===== src/hw/rtl/ras_pkg.sv =====
`default_nettype none
package ras_pkg;

  // Width of the configuration register (signed setting).
  localparam int SETTING_W = 7;
  // Reset value of the setting: store mode with depth 32.
  localparam logic [SETTING_W-1:0] SETTING_RESET = 7'd32;
  // The entry count is sized for the largest setting magnitude (64).
  localparam int COUNT_W = 7;
  localparam int DEPTH_OUT_W = 6;
  localparam int ADDR_PORT_W = 64;

  localparam int RING_DEPTH_DEF = 32;
  localparam int ADDR_BITS_DEF = 64;

  // Request codes.
  localparam logic REQ_PUSH = 1'b0;
  localparam logic REQ_POP  = 1'b1;

  // Shift command broadcast to every cell of the chain.
  typedef struct packed {
    logic push;
    logic pop;
  } ras_shift_t;

endpackage
`default_nettype wire


===== src/hw/rtl/ras_cell.sv =====
`default_nettype none
module ras_cell import ras_pkg::*; #(
  parameter int ADDR_BITS = ADDR_BITS_DEF
) (
  input  wire logic                 clk,
  input  wire ras_shift_t           shift,
  input  wire logic [ADDR_BITS-1:0] from_newer,
  input  wire logic [ADDR_BITS-1:0] from_older,
  output logic      [ADDR_BITS-1:0] data_o
);

  logic [ADDR_BITS-1:0] data_r;
  logic [ADDR_BITS-1:0] data_nxt;

  // A push moves every entry one cell deeper, a pop one cell toward the top.
  always_comb begin
    priority if (shift.push) begin
      data_nxt = from_newer;
    end else if (shift.pop) begin
      data_nxt = from_older;
    end else begin
      data_nxt = data_r;
    end
  end

  always_ff @(posedge clk) begin
    data_r <= data_nxt;
  end

  assign data_o = data_r;

endmodule
`default_nettype wire


===== src/hw/rtl/ras_ctrl.sv =====
`default_nettype none
module ras_ctrl import ras_pkg::*; #(
  parameter int RING_DEPTH = RING_DEPTH_DEF,
  parameter int ADDR_BITS  = ADDR_BITS_DEF
) (
  input  wire logic                   clk,
  input  wire logic                   rst_n,
  input  wire logic                   cfg_we,
  input  wire logic [SETTING_W-1:0]   cfg_wdata,
  input  wire logic                   start,
  output logic                        busy,
  input  wire logic                   in_req_type,
  input  wire logic [ADDR_BITS-1:0]   top_data,
  output ras_shift_t                  shift,
  output logic                        out_valid,
  output logic [ADDR_PORT_W-1:0]      out_pop_addr,
  output logic                        out_was_empty,
  output logic [DEPTH_OUT_W-1:0]      out_depth_now
);

  localparam logic [8:0] RING_DEPTH_W = 9'(RING_DEPTH);

  logic [SETTING_W-1:0]   setting_r;
  logic [COUNT_W-1:0]     count_r, count_nxt;
  logic                   busy_r;
  logic                   valid_r;
  logic [ADDR_PORT_W-1:0] pop_addr_r, pop_addr_nxt;
  logic                   empty_r, empty_nxt;

  logic                   store_mode;
  logic [COUNT_W-1:0]     magnitude;
  logic [COUNT_W-1:0]     depth;
  logic                   accept;
  logic                   is_pop;
  logic                   count_zero;

  // Negative settings select counter mode; their magnitude is 128 minus the code.
  assign store_mode = (setting_r != '0) && !setting_r[SETTING_W-1];
  assign magnitude  = setting_r[SETTING_W-1] ? COUNT_W'(8'd128 - {1'b0, setting_r})
                                             : setting_r;
  assign depth      = ({2'b00, magnitude} > RING_DEPTH_W) ? COUNT_W'(RING_DEPTH)
                                                          : magnitude;

  assign accept     = start && !busy_r;
  assign is_pop     = (in_req_type == REQ_POP);
  assign count_zero = (count_r == '0);

  always_comb begin
    count_nxt    = count_r;
    pop_addr_nxt = '0;
    empty_nxt    = 1'b0;
    shift.push   = 1'b0;
    shift.pop    = 1'b0;
    if (accept) begin
      if (!is_pop) begin
        shift.push = store_mode;
        if (count_r < depth) begin
          count_nxt = count_r + COUNT_W'(1);
        end
      end else if (count_zero) begin
        pop_addr_nxt = ADDR_PORT_W'(1);
        empty_nxt    = 1'b1;
      end else begin
        count_nxt = count_r - COUNT_W'(1);
        shift.pop = store_mode;
        if (store_mode) begin
          pop_addr_nxt[ADDR_BITS-1:0] = top_data;
        end
      end
    end
  end

  always_ff @(posedge clk) begin
    if (!rst_n) begin
      setting_r <= SETTING_RESET;
      count_r   <= '0;
      busy_r    <= 1'b1;
      valid_r   <= 1'b0;
    end else begin
      busy_r  <= 1'b0;
      valid_r <= accept;
      if (cfg_we) begin
        setting_r <= cfg_wdata;
        count_r   <= '0;
      end else begin
        count_r <= count_nxt;
      end
    end
  end

  always_ff @(posedge clk) begin
    pop_addr_r <= pop_addr_nxt;
    empty_r    <= empty_nxt;
  end

  assign busy          = busy_r;
  assign out_valid     = valid_r;
  assign out_pop_addr  = pop_addr_r;
  assign out_was_empty = empty_r;
  assign out_depth_now = count_r[DEPTH_OUT_W-1:0];

`ifndef NO_ASSERTIONS
  a_result_follows: assert property (@(posedge clk) disable iff (!rst_n)
    accept |=> valid_r)
    else $error("accepted request produced no result");

  a_empty_sentinel: assert property (@(posedge clk) disable iff (!rst_n)
    (valid_r && empty_r) |-> (pop_addr_r == ADDR_PORT_W'(1) && count_r == '0))
    else $error("empty pop with wrong sentinel or nonzero count");

  a_count_bound: assert property (@(posedge clk) disable iff (!rst_n)
    count_r <= depth)
    else $error("entry count exceeds effective depth");

  a_no_shift_counter: assert property (@(posedge clk) disable iff (!rst_n)
    !store_mode |-> (!shift.push && !shift.pop))
    else $error("cell chain shifted in counter mode");
`endif

endmodule
`default_nettype wire


===== src/hw/rtl/return_address_ring_stack_top.sv =====
`default_nettype none
// Return-address stack. Each request is a push (in_req_type 0) of in_ret_addr or a pop
// (in_req_type 1); a request is taken on a rising edge with start high and busy low, and
// exactly one result appears on the out_ ports, marked by out_valid for a single cycle. The
// receiver cannot stall, so results must be captured when out_valid is high. The block takes
// one request every cycle while busy is low; busy is high only during reset and in the cycle
// after it. In store mode the entries live in a chain of RING_DEPTH cells that all shift
// together: a push moves every entry one cell deeper and loads the new address at the top,
// a pop moves every entry one cell up, and the top cell is the popped value. When the stack
// is full a push drops the oldest entry off the end of the active depth and the count stays
// saturated. A positive setting on cfg_wdata selects store mode with that depth; zero or a
// negative setting keeps only a counter with depth equal to the magnitude; the depth never
// exceeds RING_DEPTH. A pop on an empty stack returns 1 with out_was_empty set, a pop in
// counter mode returns 0, and every push returns 0. out_depth_now is the entry count after
// the request. Writing the setting empties the stack; write it only when idle.
module return_address_ring_stack_top import ras_pkg::*; #(
  parameter int RING_DEPTH = RING_DEPTH_DEF,
  parameter int ADDR_BITS  = ADDR_BITS_DEF
) (
  input  wire logic                   clk,
  input  wire logic                   rst_n,
  input  wire logic                   cfg_we,
  input  wire logic [SETTING_W-1:0]   cfg_wdata,
  input  wire logic                   start,
  output logic                        busy,
  input  wire logic                   in_req_type,
  input  wire logic [ADDR_PORT_W-1:0] in_ret_addr,
  output logic                        out_valid,
  output logic [ADDR_PORT_W-1:0]      out_pop_addr,
  output logic                        out_was_empty,
  output logic [DEPTH_OUT_W-1:0]      out_depth_now
);

  ras_shift_t           shift;
  logic [ADDR_BITS-1:0] cell_data [RING_DEPTH];

  ras_ctrl #(
    .RING_DEPTH(RING_DEPTH),
    .ADDR_BITS (ADDR_BITS)
  ) u_ctrl (
    .clk          (clk),
    .rst_n        (rst_n),
    .cfg_we       (cfg_we),
    .cfg_wdata    (cfg_wdata),
    .start        (start),
    .busy         (busy),
    .in_req_type  (in_req_type),
    .top_data     (cell_data[0]),
    .shift        (shift),
    .out_valid    (out_valid),
    .out_pop_addr (out_pop_addr),
    .out_was_empty(out_was_empty),
    .out_depth_now(out_depth_now)
  );

  // Cell 0 is the top of the stack; a push feeds it the incoming address and the
  // deepest cell refills with zero on a pop.
  for (genvar i = 0; i < RING_DEPTH; i++) begin : g_cell
    logic [ADDR_BITS-1:0] newer;
    logic [ADDR_BITS-1:0] older;

    if (i == 0) begin : g_first
      assign newer = in_ret_addr[ADDR_BITS-1:0];
    end else begin : g_inner
      assign newer = cell_data[i-1];
    end

    if (i == RING_DEPTH - 1) begin : g_last
      assign older = '0;
    end else begin : g_mid
      assign older = cell_data[i+1];
    end

    ras_cell #(
      .ADDR_BITS(ADDR_BITS)
    ) u_cell (
      .clk       (clk),
      .shift     (shift),
      .from_newer(newer),
      .from_older(older),
      .data_o    (cell_data[i])
    );
  end

endmodule
`default_nettype wire


===== config.mk =====
export PLATFORM = sky130hd
export DESIGN_NAME = return_address_ring_stack_top
export DESIGN_NICKNAME = d
export VERILOG_FILES = /design/src/hw/rtl/ras_pkg.sv /design/src/hw/rtl/ras_cell.sv /design/src/hw/rtl/ras_ctrl.sv /design/src/hw/rtl/return_address_ring_stack_top.sv
export SDC_FILE = /design/constraint.sdc
export NUM_CORES = 2
export LEC_CHECK = 0
export BUFFER_PORTS_ARGS = -buffer_cell sky130_fd_sc_hd__buf_4
export CORE_ASPECT_RATIO = 0.9
export CORE_MARGIN = 4
export CORE_UTILIZATION = 67
export CTS_CLUSTER_DIAMETER = 50
export DETAILED_ROUTE_END_ITERATION = 8
export PLACE_DENSITY_LB_ADDON = 0.05
export REMOVE_ABC_BUFFERS = 1
export SETUP_SLACK_MARGIN = 0.2
export SLEW_MARGIN = 20
export SYNTH_ARGS = -nofsm -noshare
export SYNTH_HDL_FRONTEND = slang
export SYNTH_SLANG_ARGS = --single-unit

===== constraint.sdc =====
create_clock -name clk -period 48.5 [get_ports clk]
set_input_delay 9.7 -clock clk [delete_from_list [all_inputs] [get_ports clk]]
set_output_delay 9.7 -clock clk [all_outputs]
set_load 0.02 [all_outputs]

-- Word-level counts from Yosys, hierarchy flattened
Index checks and enable logic that the tools add are counted.
- $add $sub $neg: 3
- order comparisons: 2
- equal/unequal tests: 1
- multiplexer cells: 77
- bitwise logic cells: 4
- reductions and logical operators: 12
- operators by type and width (operator ; count):
    64-bit two-way mux ; 64
    7-bit two-way mux ; 5
    7-bit by 1-bit adder with 7-bit output (second input constant) ; 1
    7-bit by 6-bit greater-than comparator with 1-bit output (second input constant) ; 1
    7-bit logical NOT ; 1
    7-bit < comparator ; 1
    1-bit two-way mux ; 7
    7-bit nonzero test ; 1
    1-bit by 7-bit subtractor with 7-bit output (first input constant) ; 1
    7-bit by 1-bit subtractor with 7-bit output (second input constant) ; 1
    1-bit NOT ; 4
    2-bit nonzero test ; 2
    4-bit OR reduction ; 1
    3-bit AND reduction ; 1
    1-bit logical AND ; 2
    1-bit logical NOT ; 2
    2-bit two-way mux ; 1
    2-bit != test (second input constant) ; 1
    2-bit AND reduction ; 1
    2-bit OR reduction ; 1
- flip-flop bits (word level): 2129
- output and inout port bits: 73
- word-level logic and storage cells: 138

-- Depth between registers and ports, before layout
- depth in word-level cells: 7
- gate-level depth with buffers: 14
- depth with buffers taken out: 14

-- By module
From an unflattened synthesis, not the netlist that was laid out.
- cells, all modules: 4652
- area, all modules: 96053.4 sq um
- modules (own cells, without submodules) (module ; times used ; cells each ; area each (sq um)):
    ras_cell ; 32 ; 136 ; 2905.3
    ras_ctrl ; 1 ; 299 ; 3080.5
    return_address_ring_stack_top ; 1 ; 1 ; 3.8

-- Worst setup path before layout
OpenSTA, ideal clock, no wires.
- path type: input to register
- start point: input port start
- end point: register g_cell[0].u_cell.data_r[0] (enable)
- setup time: 1.602 ns
- data arrival time: 34.776 ns
- slack: 12.122 ns
- stages on the path: 5
- buffers on the path: 2
- cell sequence: nand2b_1 nor3_2 clkbuf_1 buf_2 or2_2
- cells in the longest elaborated chain, start to end: 3
- RTL lines (element ; line ; text):
    from (decl) ; return_address_ring_stack_top.sv:24 ; input wire logic start,
    1-bit logical AND ; ras_ctrl.sv:44 ; assign accept = start && !busy_r;
    2-bit two-way mux ; ras_ctrl.sv:54 ; if (accept) begin
    2-bit nonzero test (no line) ; -- ;
    to (signal assigned) ; ras_cell.sv:27 ; data_r <= data_nxt;
    to (decl) ; ras_cell.sv:12 ; logic [ADDR_BITS-1:0] data_r;
No other way between the ends.
A chain may end at the register's enable or synchronous reset.

-- Final worst setup path
- start point: input port in_req_type
- end point: register g_cell[18].u_cell.data_r[22] (enable)
- cells in the longest elaborated chain, start to end: 3
- RTL lines (element ; line ; text):
    from (decl) ; return_address_ring_stack_top.sv:26 ; input wire logic in_req_type,
    1-bit two-way mux ; ras_ctrl.sv:55 ; if (!is_pop) begin
    2-bit two-way mux (*) ; ras_ctrl.sv:54 ;
    2-bit nonzero test (no line) (*) ; -- ;
    to (signal assigned) ; ras_cell.sv:27 ;
    to (decl) ; ras_cell.sv:12 ;
Every way passes the cells marked *; elsewhere a longest branch is shown, timed or not.

==> summary.txt <==
proportion of netlist area held by the largest area contributor: 0.660
xor/xnor share of the synthesized area: 0.000658
arrival time of the worst setup path: 16.28 ns
horizontal die dimension: 401 um
Final Hold Slack: 0.459 ns
outcome: finished, final reports clean
crit-path leading delay family: buffers and inverters
root buffer cell: sky130_fd_sc_hd__clkbuf_16
Worst-Skew Late Latency: 0.79 ns
syn_area_per_cell: 20.2 um2
maximum level of the CTS H-tree: 4
cell count of the worst hold path: 1
Final Hold Fails: 0
async set-reset flop share out of synthesis: 0
Static Leak: 35.3 nW
#FFs+latches synth: 2129
combinational family with the most area after synthesis: multiplexers
most frequent cells in the layout: 2048 x sky130_fd_sc_hd__edfxtp_1, 1000 x sky130_fd_sc_hd__mux2_4, 601 x sky130_fd_sc_hd__mux2_1
Synth Flop Type: sky130_fd_sc_hd__edfxtp_1
slew of the pin with the lowest slew margin: 1.16 ns
Synth Area in Adders: 0.00183
global route overflow: 0
number of vias per cell: 5.70
sequential element share of the synthesized area: 0.677
core area: 138000 um2
Overall Power: 3.96 mW
worst vdd ir: 0.0337 mV
mux contribution to synthesized area: 0.281
number of buffers inserted during clock tree synthesis: 207
number of antenna violations at the first check in global routing: 3
minimum clock period: 15.87 ns
unrepaired setup endpoints after global routing: false
CTS tree: built
sort of element at the start of the critical path: input port
slack of the worst reg-to-reg path: 40.91 ns
leading post-synthesis cells by cell area: sky130_fd_sc_hd__edfxtp_1 66%, sky130_fd_sc_hd__mux2_4 16%, sky130_fd_sc_hd__mux2_1 7.3%, sky130_fd_sc_hd__mux2_2 4.6%, sky130_fd_sc_hd__buf_6 2.2%
clock sink count: 2129
Max-Cap Viols: 0
effective utilization at floorplan: 0.676
drt wl/cell: 18.9 um
area growth from synthesis to layout: 8.95%
most numerous cell on the critical path: sky130_fd_sc_hd__buf_4
die height: 362 um
slowest cell delay on critical path: 0.91 ns
Netlist Area Pre-Place: 93200 um2
area of all placed cells without fillers: 102000 um2
highest achievable clock rate: 63.0 MHz
cells resized by post-CTS repair: 0
cell chain of the critical path: buf_4 > nand3b_1 > a21o_1 > nor2_4 > buf_4 > or2_4 > buf_4 > buf_4 > buf_12 > buf_4
slew margin rel.: 0.229
fraction of final layout cells with drive strength greater than 1: 0.379
area of the die: 145000 um2
Std-Cell Rows: 129
terminus of the critical flop-to-flop path: g_cell[18].u_cell.data_o[22]
critical path capture point type: flip-flop
cell count after placement: 6392
required time of the critical path: 48.90 ns
placement-stage cell area: 94800 um2
simple-gate share of the synthesized area: 0.0116
Fillers: 8218
largest net degree at the start of global routing: 209
Fin Setup TNS: 0 ns
number of buffers and inverters on the critical path: 6
pre-CTS setup slack: 31.74 ns
most common library cell in the layout ignoring fill and taps: sky130_fd_sc_hd__edfxtp_1
vias in the first global route: 39.8k
startpoint of the most critical register-to-register path: u_ctrl.setting_r[0]
cells after synthesis: 4610
number of endpoints failing setup at the final stage: 0
number of nets with antenna violations after routing: 0
total DRC errors in the routed layout: 0
WL final: 128000 um
hold crit path type: flip-flop to flip-flop
end-of-flow core utilization: 0.737
DRT Pass-1 Iters: 7
clock-pin slew on the worst setup and hold paths: 0.06 ns
number of unique standard cell types used by synthesis: 49
combined area of the multi-input logic cells: 27800 um2
Post-CTS Setup Inserts: 0
vias post-DR: 38.7k
total global routing track utilization: 0.174
post-layout net count: 4856
number of DRC violations after detailed-routing iteration 0: 3233
last weighted congestion value of the routability-driven placer: 0.753
critical hold path startpoint: g_cell[0].u_cell.data_o[31]
Post-synth EDFFs: 2048
Ys Warns: 0
setup slack after layout: 32.63 ns
Critical Path Fanout Max: 200
Worst Reg-to-Reg Cells: 11
slowest cell on the critical path: sky130_fd_sc_hd__buf_4
count of buffers inserted at the top-level ports: 148
Max Root-Sink Buffers: 3
global-route wire length before repair: 210000 um
quantity of hold-fixing buffers added after cts: 0
Final Non-Filler Cells: 6784
power per cell area: 39.0 nW/um2
I/O pin cnt: 149
Detailed Place HPWL: 68800 um
compound-gate portion of the synthesized area: 0.00223
most area-hungry cell type in the Yosys netlist: sky130_fd_sc_hd__edfxtp_1
Slew Limit Fails: 0
path type of the worst setup path: input port to flip-flop
Post-Route Skew: 0.0215 ns
Worst Hold Path EP: u_ctrl.out_pop_addr[31]
footprint of the flip-flops and latches: 63100 um2
share of the clock period used by the worst path: 0.327
-- cell type report --
type / count / area share
Clock inverter: 113 / 0.00967
Antenna cell: 1 / 0.0000246
Timing Repair Buffer: 193 / 0.0157
Sequential cell: 2129 / 0.621
Multi-Input combinational cell: 2227 / 0.273
Inverter: 9 / 0.000333
Tap cell: 1834 / 0.0226
Clock buffer: 278 / 0.0570
-- power breakdown --
part	switching, mW	leakage (nW)	internal, mW
Combinational	0.101	12.6	0.123
Sequential	0.0365	19.4	2.11
Clock	0.662	3.29	0.925
Total	0.799	35.3	3.16
-- metal layers --
| metal | GRT usage | wire length, um |
|---|---|---|
| met1 | 0.272 | 64900 |
| met2 | 0.255 | 56900 |
| met4 | 0.0441 | 2390 |
| met3 | 0.0319 | 4270 |
| met5 | 0 | 0 |
-- worst max-delay path by stage --
| stage | slack [ns] | depth (start not counted) | end | startpoint |
|---|---|---|---|---|
| floorplan | -70.78 | 3 | g_cell[0].u_cell.data_o[0] | start |
| CTS | 32.58 | 10 | g_cell[18].u_cell.data_o[22] | in_req_type |
| detailed placement | 31.74 | 10 | g_cell[14].u_cell.data_o[22] | in_req_type |
| global placement | 31.76 | 10 | g_cell[11].u_cell.data_o[54] | in_req_type |
| global route | 32.13 | 10 | g_cell[18].u_cell.data_o[22] | in_req_type |
| finish | 32.63 | 10 | g_cell[18].u_cell.data_o[22] | in_req_type |
-- synthesized netlist by cell type, types with 2 or more instances --
master	instances
sky130_fd_sc_hd__a211oi_1	2
sky130_fd_sc_hd__a21oi_1	5
sky130_fd_sc_hd__and2_1	127
sky130_fd_sc_hd__and4_1	2
sky130_fd_sc_hd__buf_2	40
sky130_fd_sc_hd__buf_4	6
sky130_fd_sc_hd__buf_6	179
sky130_fd_sc_hd__clkbuf_1	19
sky130_fd_sc_hd__dfxtp_1	81
sky130_fd_sc_hd__edfxtp_1	2048
sky130_fd_sc_hd__ha_1	12
sky130_fd_sc_hd__inv_1	8
sky130_fd_sc_hd__mux2_1	601
sky130_fd_sc_hd__mux2_2	384
sky130_fd_sc_hd__mux2_4	1000
sky130_fd_sc_hd__mux2i_1	11
sky130_fd_sc_hd__nand2_1	10
sky130_fd_sc_hd__nand2b_1	5
sky130_fd_sc_hd__nor2_1	22
sky130_fd_sc_hd__nor2b_1	3
sky130_fd_sc_hd__nor3_1	3
sky130_fd_sc_hd__o211ai_1	3
sky130_fd_sc_hd__o21a_1	2
sky130_fd_sc_hd__o21ai_0	5
sky130_fd_sc_hd__or2_2	2
sky130_fd_sc_hd__xnor2_1	7
-- registers in the layout, summed over array words and instances (netlist names) --
signal,cells
u_ctrl.count_r,7
u_ctrl.setting_r,7
u_ctrl.out_was_empty,1
u_ctrl.out_valid,1
u_ctrl.busy,1
u_ctrl.out_pop_addr,64
g_cell.u_cell.data_o,2048
-- logic make-up (layout without fill, tap and decap cells) --
group                      Yosys count  count (layout)
AOI/OAI and AO/OA                   28              28
muxes                             1996            1996
buffers and inverters              254             593
adders and majority gates           13              13
DFF                               2129            2129
and+or+nand+nor                    182             182
xor gates and xnor gates             7               7
other                                1               2
Note: power is estimated with default switching activity, not from simulation.
